`config.mk`:
```
export PLATFORM = sky130hd
export DESIGN_NAME = pnms_ram
export DESIGN_NICKNAME = d
export VERILOG_FILES = /design/src/rtl/core/pnms_ram.sv
export SDC_FILE = /design/constraint.sdc
export NUM_CORES = 1
export LEC_CHECK = 0
export BUFFER_PORTS_ARGS = -buffer_cell sky130_fd_sc_hd__buf_4
export CAP_MARGIN = 0
export CORE_MARGIN = 1
export CORE_UTILIZATION = 60
export CTS_CLUSTER_SIZE = 40
export DETAILED_ROUTE_END_ITERATION = 8
export GPL_TIMING_DRIVEN = 0
export PLACE_DENSITY_LB_ADDON = 0.2
export REMOVE_ABC_BUFFERS = 1
export SYNTH_ARGS = -nofsm -noshare
export SYNTH_HDL_FRONTEND = slang
export SYNTH_SLANG_ARGS = --single-unit
```
`constraint.sdc`:
```
create_clock -name i_clk -period 2 [get_ports i_clk]
set_clock_uncertainty 0.05 [all_clocks]
set_input_delay 0.3 -clock i_clk [delete_from_list [all_inputs] [get_ports i_clk]]
set_output_delay 0.3 -clock i_clk [all_outputs]
set_load 0.01 [all_outputs]
```
`src/rtl/core/pnms_ram.sv`:
```
// Generic single-port-write, single-port-read RAM with registered read data.
module pnms_ram #(
    parameter int WIDTH = 8,
    parameter int DEPTH = 16
) (
    input  logic                                   i_clk,
    input  logic                                   i_we,
    input  logic [((DEPTH > 1) ? $clog2(DEPTH) : 1)-1:0] i_waddr,
    input  logic [WIDTH-1:0]                       i_wdata,
    input  logic                                   i_re,
    input  logic [((DEPTH > 1) ? $clog2(DEPTH) : 1)-1:0] i_raddr,
    output logic [WIDTH-1:0]                       o_rdata
);

    logic [WIDTH-1:0] r_mem [DEPTH];
    logic [WIDTH-1:0] r_rdata;

    // write, then read old contents on a same-address access
    always_ff @(posedge i_clk) begin
        if (i_we) begin
            r_mem[i_waddr] <= i_wdata;
        end
        if (i_re) begin
            r_rdata <= r_mem[i_raddr];
        end
    end

    assign o_rdata = r_rdata;

endmodule

```
==> impl_results.md <==
- Status: finished clean
- Drt first pass iters: 4
- Clock root cell: clkbuf_8
- Die Width: approximately 95 µm
- CP max-delay cell: mux4_1
- Number of global-route vias before repair: 2477
- Reg area: roughly 0.0041 mm²
- Worst R2R End: o_rdata[1]
- Slew Viols, Final: 0
- Via/cell ratio: 6.40
- WL/cell: 25.6 µm
- Routed Antenna Nets: 0
- Worst-path fanout max: 32
- Io pins: 27
- Synthesized area: between 0.005 and 0.006 mm²
- Leak Pwr: 2.03 nW
- Hold Violations, Final: 0
- Seq/Total Area, Yosys: 0.781
- Synth-to-layout area growth: 16.5%
- R2R Path Start: r_mem[13][1]
- CTS tree: built
- VDD IR max: 0.000870 V
- Vias: 2451
- Critical Path Start: i_raddr[0]
- Initial drt markers: 230
- Port bufs: 26
- Crit path kind: in -> reg
- H-tree depth: 4
- First-pass GRT wire length: around 14 mm
- CP Capture Type: flop
- WP data arrival: 1840 ps
- Core footprint: about 0.0083 mm²
- Number of nets in the layout: 285
- Synth warn: 0
- Starting Density: 0.627
- Pre-CTS WS: -248 ps
- R2R setup slack: approximately 360 ps
- Fillers: 487
- Area of the multi-input gates: 0.00107 mm²
- Syn Inst Count: 229
- Num CTS Buffers: 17
- CP Depth: 4
- Antenna Cells: 0
- Final Wtd Congestion: 0.700
- Height of the chip: 95.3 µm
- Worst hold slack: 17.6 ps
- Total GRT Usage: 0.242
- Total negative slack: 0 ps
- DIE AREA: approximately 0.009 mm²
- Post-route minimum period: 1660 ps
- Most common cell after layout, fill and taps aside: edfxtp_1
- Worst path cell trace: buf_4 > mux4_1 > a22oi_1 > nand2_1
- Ys async rst share: 0
- Post-CTS resize count: 0
- Worst Setup EP: o_rdata[1]
- Post-synth EDFFs: 136
- Placement Cell Area: 0.00549 mm²
- Final instance area: 0.00609 mm²
- Largest buffer count on any clock path: 2
- Hold Crit Class: in -> reg
- Kind of start point of the critical path: input pin
- Yosys reg bits: 136
- Dpl hpwl: 5.62 mm
- Average size of a mapped cell: 22.8 µm²
- Initial antenna violation count: 0
- Cells on worst reg2reg path: 3
- Crit path required time: 2190 ps
- Relative slew slack: 0.365
- Setup ws final: 344 ps
- Bufs and invs on worst path: 1
- Final Setup Violations: 0
- Slowest Stage Delay on Critical Path: 620 ps
- RSZ-0062 raised after global routing: no
- CTS clk-pin slew, worst paths: 60 ps
- # clock sinks: approximately 140
- Tot Pwr: 6.68 mW
- Dominant synthesized flop cell: edfxtp_1
- # hold bufs at CTS: 0
- DRC violations left: 0
- Synth cell types: 18
- Layout cells sized above 1: 0.281
- GRT overflow: 0
- Most frequent cells in the layout: 136 x edfxtp_1, 27 x buf_4, 18 x mux4_2
- MaxCap Viol Count: 0
- Row count: 33
- Post-CTS setup buffers: 0
- Largest net degree at the start of global routing: 33
- Delay-heaviest family, CP: multiplexers
- Final Cycle Share: 0.828
- PD cells: 1100 mW/mm²
- Worst skew pair latency: 520 ps
- FMAX: ~0.60 GHz
- Worst Tran Pin Value: 948 ps
- Overall routed net length: 9.81 mm
[area by class of cell]
| cell class | instances | share of cell area |
|---|---|---|
| clock buffers | 19 | 0.0692 |
| clock inverters | 12 | 0.0290 |
| multi-input cells | 83 | 0.175 |
| flip-flops and latches | 136 | 0.671 |
| well taps | 105 | 0.0216 |
| repair buffers | 28 | 0.0345 |
[state kept, by name (all words and copies together) (netlist names)]
register	flops
r_mem	128
o_rdata	8
[cells in the mapped netlist (2+ instances only)]
master           number  area share
a22oi_1              16       0.023
buf_2                 3      0.0029
buf_6                 3      0.0065
clkdlybuf4s25_2       3      0.0057
edfxtp_1            136        0.78
mux4_1               14       0.070
mux4_2               18       0.078
nand2_1               9      0.0065
nand2b_1              2      0.0024
nand3b_1              2      0.0029
nor2_1               13      0.0093
nor3_1                4      0.0038
[cell families after synthesis]
logic type | after synthesis | share of synthesized area
DFF | 136 | 0.781
muxes | 32 | 0.148
AOI/OAI and AO/OA | 16 | 0.0230
and+or+nand+nor | 35 | 0.0314
buffers and inverters | 10 | 0.0165
[power breakdown]
group | switching (mW) | internal [mW]
sequential | 0.0166 | 3.21
combinational | 0.169 | 0.128
clock | 1.14 | 2.02
total | 1.33 | 5.36
[worst register-to-register path, cell delays in order, from the launching register on]
cell      delay (ps)
edfxtp_1         410
mux4_2           510
a22oi_1          250
nand2_1          150
[layer usage]
metal	global-route usage	share of wire
met3	0.0829	0.063
met1	0.321	0.42
met2	0.383	0.51
met4	0.0770	0.012
met5	0	0
[worst min-delay path by stage]
stage               startpoint          end  slack [ps]  cells after the start
finish                    i_re   o_rdata[0]          20                      1
detailed placement        i_re   o_rdata[6]         550                      1
global placement          i_re   o_rdata[6]         530                      1
CTS                       i_re   o_rdata[0]           4                      1
floorplan           i_wdata[0]  r_mem[0][0]         350                      0
global route              i_re   o_rdata[5]           8                      1
[stage by stage]
step | instances | util
finish | 383 | 0.730
global route | 383 | 0.730
CTS | 382 | 0.729
detailed placement | 351 | 0.658
global placement | 350 | 0.656
floorplan | 219 | -
(Power assumes the default switching activity.)
